### config.mk
export PLATFORM = sky130hd
export DESIGN_NAME = tone_sequence_player_unit_flat
export DESIGN_NICKNAME = d
export VERILOG_FILES = /design/src/rtl/core/tsp_pkg.sv /design/src/rtl/core/tsp_in_if.sv /design/src/rtl/core/tsp_out_if.sv /design/src/rtl/core/tsp_in_stage.sv /design/src/rtl/core/tsp_seq_engine.sv /design/src/rtl/core/tsp_out_stage.sv /design/src/rtl/core/tone_sequence_player_unit.sv /design/src/flat_wrapper.sv
export SDC_FILE = /design/constraint.sdc
export NUM_CORES = 1
export LEC_CHECK = 0
export BUFFER_PORTS_ARGS = -buffer_cell sky130_fd_sc_hd__buf_2
export CAP_MARGIN = 15
export CELL_PAD_IN_SITES_DETAIL_PLACEMENT = 2
export CELL_PAD_IN_SITES_GLOBAL_PLACEMENT = 2
export CORE_AREA = 2 2 88 90
export DETAILED_ROUTE_END_ITERATION = 16
export DIE_AREA = 0 0 90 92
export GPL_ROUTABILITY_DRIVEN = 0
export GPL_TIMING_DRIVEN = 0
export PLACE_DENSITY_LB_ADDON = 0.1
export SETUP_SLACK_MARGIN = 0.2
export SLEW_MARGIN = 25
export SYNTH_ARGS = -nofsm -noshare
export SYNTH_HDL_FRONTEND = slang
export SYNTH_SLANG_ARGS = --single-unit
### constraint.sdc
create_clock -name clk -period 4.95 [get_ports clk]
set_input_delay 0.99 -clock clk [delete_from_list [all_inputs] [get_ports clk]]
set_output_delay 0.99 -clock clk [all_outputs]
set_load 0.05 [all_outputs]
### src/rtl/core/tsp_pkg.sv
package tsp_pkg;

  // Cap on notes played from one sound.
  localparam int MAX_SEQ_NOTES = 4;

  localparam int FREQ_W = 12;
  localparam int DUR_W  = 8;

  typedef enum logic [1:0] {
    FUNC_TICK = 2'd0,
    FUNC_PLAY = 2'd1,
    FUNC_STOP = 2'd2
  } func_t;

  typedef enum logic [2:0] {
    SND_CLICK   = 3'd0,
    SND_MENU    = 3'd1,
    SND_ERROR   = 3'd2,
    SND_SUCCESS = 3'd3,
    SND_BOOT    = 3'd4
  } sound_t;

  typedef struct packed {
    logic [1:0] func;
    logic [2:0] sound_id;
    logic       mic_owns;
  } tsp_item_t;

  typedef struct packed {
    logic              tone_start;
    logic [FREQ_W-1:0] tone_freq;
    logic [DUR_W-1:0]  tone_dur;
    logic              speaker_stop;
    logic              busy_res;
  } tsp_res_t;

  typedef struct packed {
    logic [FREQ_W-1:0] freq;
    logic [DUR_W-1:0]  dur;
  } note_t;

  // Notes per sound, capped; zero for ids outside the ROM.
  function automatic logic [2:0] seq_len(input logic [2:0] sid);
    logic [2:0] n;
    case (sid)
      SND_CLICK:   n = 3'd1;
      SND_MENU:    n = 3'd2;
      SND_ERROR:   n = 3'd2;
      SND_SUCCESS: n = 3'd2;
      SND_BOOT:    n = 3'd4;
      default:     n = 3'd0;
    endcase
    if (int'(n) > MAX_SEQ_NOTES) n = 3'(MAX_SEQ_NOTES);
    return n;
  endfunction

  // Sound ROM: frequency in Hz and duration in ms.
  function automatic note_t note_rom(input logic [2:0] sid, input logic [1:0] idx);
    note_t n;
    n = '0;
    case (sid)
      SND_CLICK: begin
        case (idx)
          2'd0:    n = '{12'd1800, 8'd22};
          default: n = '0;
        endcase
      end
      SND_MENU: begin
        case (idx)
          2'd0:    n = '{12'd900, 8'd26};
          2'd1:    n = '{12'd1350, 8'd34};
          default: n = '0;
        endcase
      end
      SND_ERROR: begin
        case (idx)
          2'd0:    n = '{12'd420, 8'd80};
          2'd1:    n = '{12'd280, 8'd130};
          default: n = '0;
        endcase
      end
      SND_SUCCESS: begin
        case (idx)
          2'd0:    n = '{12'd1100, 8'd45};
          2'd1:    n = '{12'd1450, 8'd60};
          default: n = '0;
        endcase
      end
      SND_BOOT: begin
        case (idx)
          2'd0:    n = '{12'd620, 8'd60};
          2'd1:    n = '{12'd880, 8'd60};
          2'd2:    n = '{12'd1240, 8'd90};
          default: n = '{12'd1480, 8'd120};
        endcase
      end
      default: n = '0;
    endcase
    return n;
  endfunction

endpackage

### src/rtl/core/tsp_in_if.sv
interface tsp_in_if;
  logic       valid;
  logic       ready;
  logic [1:0] func;
  logic [2:0] sound_id;
  logic       mic_owns;

  modport source (output valid, func, sound_id, mic_owns, input ready);
  modport sink   (input valid, func, sound_id, mic_owns, output ready);
endinterface

### src/rtl/core/tsp_out_if.sv
interface tsp_out_if;
  logic        valid;
  logic        ready;
  logic        tone_start;
  logic [11:0] tone_freq;
  logic [7:0]  tone_dur;
  logic        speaker_stop;
  logic        busy_res;

  modport source (output valid, tone_start, tone_freq, tone_dur, speaker_stop, busy_res,
                  input ready);
  modport sink   (input valid, tone_start, tone_freq, tone_dur, speaker_stop, busy_res,
                  output ready);
endinterface

### src/rtl/core/tsp_in_stage.sv
module tsp_in_stage
  import tsp_pkg::*;
(
  input  logic      clk,
  input  logic      rst_n,
  tsp_in_if.sink    in_if,
  input  logic      take,
  output tsp_item_t item,
  output logic      item_valid
);

  logic      valid_r, valid_nxt;
  tsp_item_t item_r;
  logic      load;

  // Holding register frees up when its beat moves on this cycle.
  assign in_if.ready = !valid_r || take;
  assign load        = in_if.valid && in_if.ready;
  assign valid_nxt   = load || (valid_r && !take);

  always_ff @(posedge clk) begin
    if (!rst_n) begin
      valid_r <= 1'b0;
    end else begin
      valid_r <= valid_nxt;
    end
  end

  always_ff @(posedge clk) begin
    if (load) begin
      item_r <= '{in_if.func, in_if.sound_id, in_if.mic_owns};
    end
  end

  assign item       = item_r;
  assign item_valid = valid_r;

endmodule

### src/rtl/core/tsp_seq_engine.sv
module tsp_seq_engine
  import tsp_pkg::*;
(
  input  logic      clk,
  input  logic      rst_n,
  input  tsp_item_t item,
  input  logic      advance,
  output tsp_res_t  res
);

  logic             playing_r, playing_nxt;
  logic [2:0]       seq_r, seq_nxt;
  logic [1:0]       idx_r, idx_nxt;
  logic [DUR_W-1:0] ms_r, ms_nxt;

  logic [2:0] len_cur;
  logic [2:0] len_new;
  logic [2:0] next_idx;
  note_t      note_next;
  note_t      note_first;

  assign len_cur    = seq_len(seq_r);
  assign len_new    = seq_len(item.sound_id);
  assign next_idx   = {1'b0, idx_r} + 3'd1;
  assign note_next  = note_rom(seq_r, next_idx[1:0]);
  assign note_first = note_rom(item.sound_id, 2'd0);

  always_comb begin
    playing_nxt = playing_r;
    seq_nxt     = seq_r;
    idx_nxt     = idx_r;
    ms_nxt      = ms_r;
    res         = '0;

    case (item.func)
      FUNC_TICK: begin
        if (item.mic_owns) begin
          // mic grabbed the codec: kill an active sound
          if (playing_r) begin
            playing_nxt      = 1'b0;
            seq_nxt          = '0;
            idx_nxt          = '0;
            ms_nxt           = '0;
            res.speaker_stop = 1'b1;
          end
        end else if (playing_r) begin
          if (ms_r > 8'd1) begin
            ms_nxt = ms_r - 8'd1;
          end else if (next_idx >= len_cur) begin
            // last note done; go quiet without a stop command
            playing_nxt = 1'b0;
            seq_nxt     = '0;
            idx_nxt     = '0;
            ms_nxt      = '0;
          end else begin
            idx_nxt        = next_idx[1:0];
            ms_nxt         = note_next.dur;
            res.tone_start = 1'b1;
            res.tone_freq  = note_next.freq;
            res.tone_dur   = note_next.dur;
          end
        end
      end
      FUNC_PLAY: begin
        if (!item.mic_owns && (len_new != 3'd0)) begin
          playing_nxt    = 1'b1;
          seq_nxt        = item.sound_id;
          idx_nxt        = '0;
          ms_nxt         = note_first.dur;
          res.tone_start = 1'b1;
          res.tone_freq  = note_first.freq;
          res.tone_dur   = note_first.dur;
        end
      end
      FUNC_STOP: begin
        playing_nxt      = 1'b0;
        seq_nxt          = '0;
        idx_nxt          = '0;
        ms_nxt           = '0;
        res.speaker_stop = 1'b1;
      end
      default: begin
      end
    endcase

    res.busy_res = playing_nxt;
  end

  always_ff @(posedge clk) begin
    if (!rst_n) begin
      playing_r <= 1'b0;
      seq_r     <= '0;
      idx_r     <= '0;
      ms_r      <= '0;
    end else if (advance) begin
      playing_r <= playing_nxt;
      seq_r     <= seq_nxt;
      idx_r     <= idx_nxt;
      ms_r      <= ms_nxt;
    end
  end

endmodule

### src/rtl/core/tsp_out_stage.sv
module tsp_out_stage
  import tsp_pkg::*;
(
  input  logic     clk,
  input  logic     rst_n,
  input  tsp_res_t res,
  input  logic     load,
  output logic     space,
  tsp_out_if.source out_if
);

  logic     valid_r, valid_nxt;
  tsp_res_t res_r;

  // Room for a new beat when empty or the held one leaves now.
  assign space     = !valid_r || out_if.ready;
  assign valid_nxt = load || (valid_r && !out_if.ready);

  always_ff @(posedge clk) begin
    if (!rst_n) begin
      valid_r <= 1'b0;
    end else begin
      valid_r <= valid_nxt;
    end
  end

  always_ff @(posedge clk) begin
    if (load) begin
      res_r <= res;
    end
  end

  assign out_if.valid        = valid_r;
  assign out_if.tone_start   = res_r.tone_start;
  assign out_if.tone_freq    = res_r.tone_freq;
  assign out_if.tone_dur     = res_r.tone_dur;
  assign out_if.speaker_stop = res_r.speaker_stop;
  assign out_if.busy_res     = res_r.busy_res;

endmodule

### src/rtl/core/tone_sequence_player_unit.sv
// An accepted input beat passes the input register, then the result register, to out_if.
// Throughput: one item per cycle unless out_if stalls; state updates in one pass.
// Rate set by the combinational state update between input and result registers.
// Reset (rst_n low, synchronous): idle, no sound selected, both registers empty.
module tone_sequence_player_unit
  import tsp_pkg::*;
(
  input  logic      clk,
  input  logic      rst_n,
  tsp_in_if.sink    in_if,
  tsp_out_if.source out_if
);

  // Pipeline:
  //   in_if -> input register -> sequencer step (state + ROM lookup) -> result register
  // A beat leaves the input register only when the result register has room,
  // which is either empty or being drained this cycle, so both sides stream.

  tsp_item_t item;
  logic      item_valid;
  logic      out_space;
  logic      advance;
  tsp_res_t  res;

  // One step per beat; state only moves when the result is captured.
  assign advance = item_valid && out_space;

  tsp_in_stage u_in (
    .clk        (clk),
    .rst_n      (rst_n),
    .in_if      (in_if),
    .take       (advance),
    .item       (item),
    .item_valid (item_valid)
  );

  // Sequencer: playing flag, sound, note index and ms countdown, plus the
  // note ROM. Ticks count down; at the end of a note the next tone, if any, is issued.
  tsp_seq_engine u_eng (
    .clk     (clk),
    .rst_n   (rst_n),
    .item    (item),
    .advance (advance),
    .res     (res)
  );

  tsp_out_stage u_out (
    .clk    (clk),
    .rst_n  (rst_n),
    .res    (res),
    .load   (advance),
    .space  (out_space),
    .out_if (out_if)
  );

endmodule

### src/flat_wrapper.sv
// flat-port wrapper written by rule: the top's interface ports become plain ports
module tone_sequence_player_unit_flat import tsp_pkg::*;
  (clk, rst_n, in_if_valid, in_if_func, in_if_sound_id, in_if_mic_owns, in_if_ready, out_if_valid, out_if_tone_start, out_if_tone_freq, out_if_tone_dur, out_if_speaker_stop, out_if_busy_res, out_if_ready);
  tsp_in_if in_if_i ();
  tsp_out_if out_if_i ();
  input  logic clk;
  input  logic rst_n;
  input wire logic [$bits(in_if_i.valid)-1:0] in_if_valid;
  input wire logic [$bits(in_if_i.func)-1:0] in_if_func;
  input wire logic [$bits(in_if_i.sound_id)-1:0] in_if_sound_id;
  input wire logic [$bits(in_if_i.mic_owns)-1:0] in_if_mic_owns;
  output wire logic [$bits(in_if_i.ready)-1:0] in_if_ready;
  output wire logic [$bits(out_if_i.valid)-1:0] out_if_valid;
  output wire logic [$bits(out_if_i.tone_start)-1:0] out_if_tone_start;
  output wire logic [$bits(out_if_i.tone_freq)-1:0] out_if_tone_freq;
  output wire logic [$bits(out_if_i.tone_dur)-1:0] out_if_tone_dur;
  output wire logic [$bits(out_if_i.speaker_stop)-1:0] out_if_speaker_stop;
  output wire logic [$bits(out_if_i.busy_res)-1:0] out_if_busy_res;
  input wire logic [$bits(out_if_i.ready)-1:0] out_if_ready;
  assign in_if_i.valid = in_if_valid;
  assign in_if_i.func = in_if_func;
  assign in_if_i.sound_id = in_if_sound_id;
  assign in_if_i.mic_owns = in_if_mic_owns;
  assign in_if_ready = in_if_i.ready;
  assign out_if_valid = out_if_i.valid;
  assign out_if_tone_start = out_if_i.tone_start;
  assign out_if_tone_freq = out_if_i.tone_freq;
  assign out_if_tone_dur = out_if_i.tone_dur;
  assign out_if_speaker_stop = out_if_i.speaker_stop;
  assign out_if_busy_res = out_if_i.busy_res;
  assign out_if_i.ready = out_if_ready;
  tone_sequence_player_unit u_core (.clk(clk), .rst_n(rst_n), .in_if(in_if_i), .out_if(out_if_i));
endmodule
### Word level (Yosys, flattened, before mapping)

Cells that the tools add are included.

* flip-flop bits (word level): 45
* word-level logic and storage cells: 108
* input port bits: 10
* output and inout port bits: 25

* reductions and logical operators: 25
* mux-type cells: 47
* $add $sub $neg: 2
* $lt $le $gt $ge: 4
* equal/unequal tests: 16

Operators by type and width (number)
* two-way mux 21 bit: 5
* one-hot mux 20 bit (5 select lines): 1
* one-hot mux 19 bit (5 select lines): 1
* one-hot mux 19 bit (2 select lines): 2
* one-hot mux 19 bit (3 select lines): 1
* two-way mux 8 bit: 6
* one-hot mux 21 bit (2 select lines): 1
* one-hot mux 17 bit (2 select lines): 1
* one-hot mux 3 bit (3 select lines): 3
* two-way mux 3 bit: 8
* one-hot mux 8 bit (3 select lines): 1
* two-way mux 19 bit: 1
* equality test 3 x 2 -> 1 bit (second input constant): 4
* two-way mux 2 bit: 6
* greater-than comparator 8 x 1 -> 1 bit (second input constant): 1
* subtractor 8 x 1 -> 8 bit (second input constant): 1
* two-way mux 1 bit: 7
* equality test 3 x 1 -> 1 bit (second input constant): 2
* equality test 3 bit (second input constant): 2
* greater-than comparator 3 bit (second input constant): 2
* logical NOT 3 bit: 2
* != test 3 x 2 -> 1 bit (second input constant): 2
* one-hot mux 2 bit (3 select lines): 1
* AND reduction 6 bit: 1
* other kinds (15): 32

### Logic depth before layout (Yosys ltp)

* word-level depth: 11
* gate-level depth with buffers: 10
* mapped depth without buffers: 9

### By module

Synthesis repeated with hierarchy kept, for this count alone.

* cell total of the unflattened synthesis: 311
* area total of the unflattened synthesis: 2915.3 µm²

Modules (own cells, without submodules)
* tsp_seq_engine: seq. area each 280.3 µm², cells each 272, area an instance 1931.9 µm², instances 1
* tsp_out_stage: seq. area each 710.7 µm², cells each 27, area an instance 739.5 µm², instances 1
* tsp_in_stage: seq. area each 200.2 µm², cells each 11, area an instance 237.7 µm², instances 1
* tone_sequence_player_unit: seq. area each 0.0 µm², cells each 1, area an instance 6.3 µm², instances 1

### Least setup slack after synthesis

Ideal clock, no wire load.

* kind: input port to output port
* start point: input port out_if_ready
* end point: output port in_if_ready
* data required time: 3.960 ns
* buffers on the path: 0
* slack: 2.419 ns
* cell stages on the path: 2
* data arrival time: 1.541 ns
* cell sequence: nor2b_1 -> nand2_1

* word-level cells in the longest chain between the ends: 3

Ends and longest elaborated chain
* start: declaration: RTL line flat_wrapper.sv:19 `input wire logic [$bits(out_if_i.ready)-1:0] out_if_ready;`
* logical OR 1 bit: RTL line tsp_out_stage.sv:16 `assign space = !valid_r || out_if.ready;`
* logical AND 1 bit: RTL line tone_sequence_player_unit.sv:26 `assign advance = item_valid && out_space;`
* logical OR 1 bit: RTL line tsp_in_stage.sv:17 `assign in_if.ready = !valid_r || take;`
* end: declaration: RTL line flat_wrapper.sv:12 `output wire logic [$bits(in_if_i.ready)-1:0] in_if_ready;`

Every way passes these cells.

==> impl_metrics.tcl <==
set metrics [dict create \
    hpwl_um 6960 \
    portBuffers 31 \
    num_vias 2492 \
    netlist_instances 298 \
    syn_area_per_cell_sq_um 9.12 \
    num-fill-cells 899 \
    grt_overflow 0 \
    antenna_cells 0 \
    clockBufferDepth 2 \
    clock_sinks 43 \
    cts_root_buf "clkbuf_8" \
    cp.required_ns 5.05 \
    grtUsageTotal_pct 22.4 \
    drt_iter0_markers 80 \
    async_flop_share_pct 0 \
    hold_buffers 0 \
    ys_warn_count 0 \
    area_delta_synth_final_pct 13.8 \
    cts_buffers 5 \
    placed_area_sq_um 3010 \
    fmax_mhz 291 \
    grt_pass1_wl_um 14400 \
    vdd_drop_max_v 0.000103 \
    finalMaxSlewViolations 0 \
    cpMaxStageDelayCell "nor3_1" \
    ys_types 51 \
    grt_pass1_vias 2627 \
    r2r_cells 9 \
    slew_headroom_pct 45.4 \
    ys_seq_area_share_pct 41.6 \
    vias_per_cell 5.66 \
    skew_ns 0.00560 \
    synth_area_leader_cell "edfxtp_1" \
    fin_nets 364 \
    fin_cells 440 \
    drcViolationCount 0 \
    row_count 32 \
    initial_utilization_pct 36.5 \
    hold_path.class "flip-flop to flip-flop" \
    crit_type "flip-flop to flip-flop" \
    grt_max_degree 22 \
    final_cell_mix "buf_2 (32), edfxtp_1 (27), o21ai_0 (25), a21oi_1 (21), nor2_1 (20)" \
    rsz0062_at_grt "false" \
    finalCriticalPeriod_ns 3.43 \
    insertion_delay_ns 0.30 \
    synth_top_cell_area_share_pct 29.8 \
    critPathArrivalTime_ns 3.53 \
    timing.max_cap.violations 0 \
    cp.depth 9 \
    synth_flop_cell "edfxtp_1" \
    worstSetupEndpointType "flip-flop" \
    fp.dieH_um 92 \
    die_area_sq_um 8280 \
    final_util_pct 41.5 \
    hold_depth 2 \
    outcome "complete, no violations" \
    coreArea_sq_um 7450 \
    yosys-top-cells-area "edfxtp_1 (30%), dfxtp_1 (12%), ha_1 (7.8%)" \
    slowest_delay_ns 0.46 \
    cp_cell_sequence "clkbuf_1 > inv_1 > nor3_1 > inv_1 > ha_1 > a21oi_1 > o21a_1 > nand4_1 > o21ai_0" \
    wl_um 8940 \
    antenna_found_initial 0 \
    drive_above_1_share_pct 15.1 \
    synth_seq_cells 43 \
    seqCellArea_sq_um 1130 \
    critical_path.most_common_cell "inv_1" \
    post_cts_resized 0 \
    finalSetupViolCount 0 \
    die_w_um 90 \
    postCtsSetupBuffers 0 \
    cts_tree "done" \
    p_leak_nw 1.10 \
    tightest_slew_ns 0.819 \
    critical_path_buf_inv_count 3 \
    layout_commonest_cell "buf_2" \
    final_hold_viol_count 0 \
    path_delay_family "compound AO/OA/AOI/OAI gates" \
    synth_edf_count 27 \
    syn_area_sq_um 2720 \
    powerDensity_nw_per_um2 257 \
    dp.cells 432 \
    ant_nets 0 \
    stdcell_area_sq_um 3090 \
    multiInputGateArea_sq_um 1480 \
    fin_crit_sh_pct 69.4 \
    clkTransAtPathRegs_ns 0.09 \
    drtPass1Iterations 4 \
    h-tree-depth 2 \
    final.setup.tns_ns 0 \
    cp-start-kind "flip-flop" \
    wire_per_inst_um 20.3 \
    whs_ns 0.516 \
    path_max_fanout 10 \
    ios 35 \
]
## registers in the layout, summed over array words and instances, names as in the netlist
name                              flops
u_core.u_out.out_if.tone_freq        10
u_core.u_eng.ms_r                     8
u_core.u_out.out_if.tone_dur          8
u_core.u_in.item                      6
u_core.u_eng.seq_r                    3
u_core.u_eng.idx_r                    2
u_core.u_eng.playing_r                1
u_core.u_in.item_valid                1
u_core.u_out.out_if.busy_res          1
u_core.u_out.out_if.speaker_stop      1
u_core.u_out.out_if.tone_start        1
u_core.u_out.out_if.valid             1
## per-stage QoR
stage | worst slack, ns | total power [mW]
after floorplan | 2.42 | 0.528
after global placement | 1.71 | 0.564
after detailed placement | 1.57 | 0.570
after CTS | 1.56 | 0.805
after global routing | 1.22 | 0.828
final | 1.52 | 0.794
## cells by family after synthesis
| kind of cell | after synthesis | share of synthesized area [%] |
|---|---|---|
| simple gates | 103 | 19.8 |
| compound gates | 93 | 21.5 |
| xor+xnor | 6 | 1.93 |
| flops | 43 | 41.6 |
| buf+inv | 27 | 4.05 |
| other cells | 1 | 0.138 |
| mux | 8 | 3.08 |
| fa+ha+maj | 17 | 7.82 |
## where the power goes
part           leakage, nW  total, mW  switching [mW]  internal [mW]
logic                0.676      0.152           0.106         0.0466
registers            0.381      0.409          0.0121          0.397
clock network       0.0402      0.233           0.134         0.0985
## area by class of cell
class | instances | share of cell area [%]
Inverter | 12 | 1.46
Timing Repair Buffer | 31 | 5.01
Buffer | 15 | 2.10
Clock inverter | 3 | 0.647
Clock buffer | 5 | 2.22
Tap cell | 102 | 4.12
Multi-Input combinational cell | 229 | 47.9
Sequential cell | 43 | 36.6
## per-layer routing
layer | global-route usage, % | wire length [um]
met2 | 42.2 | 4740
met4 | 6.41 | 131
met1 | 26.9 | 3850
met3 | 2.55 | 212
met5 | 0 | 0
## final timing paths
check	start	to	slack [ns]
worst min register to register	u_core.u_eng.ms_r[7]	u_core.u_eng.ms_r[7]	0.52
worst min-delay path	u_core.u_eng.ms_r[7]	u_core.u_eng.ms_r[7]	0.52
worst max register to register	u_core.u_eng.seq_r[2]	u_core.u_out.out_if.tone_freq[6]	1.52
worst max-delay path	u_core.u_eng.seq_r[2]	u_core.u_out.out_if.tone_freq[6]	1.52
## synthesized netlist by cell type, types with 3 or more instances
master and number:
a21o_1 3, a21oi_1 21, a31oi_1 5, clkbuf_1 11
dfxtp_1 16, edfxtp_1 27, ha_1 17, inv_1 12
mux2i_1 5, nand2_1 19, nand2b_1 11, nand3_1 12
nand3b_1 4, nand4_1 3, nor2_1 20, nor2b_1 9
nor3_1 12, o21a_1 6, o21ai_0 25, o22ai_1 12
or3_1 5, xnor2_1 5
## worst min-delay path: stages (launching register included)
cell and delay (ns):
dfxtp_1 0.35, nand3_1 0.07, o21ai_1 0.05
(Power assumes the default switching activity.)
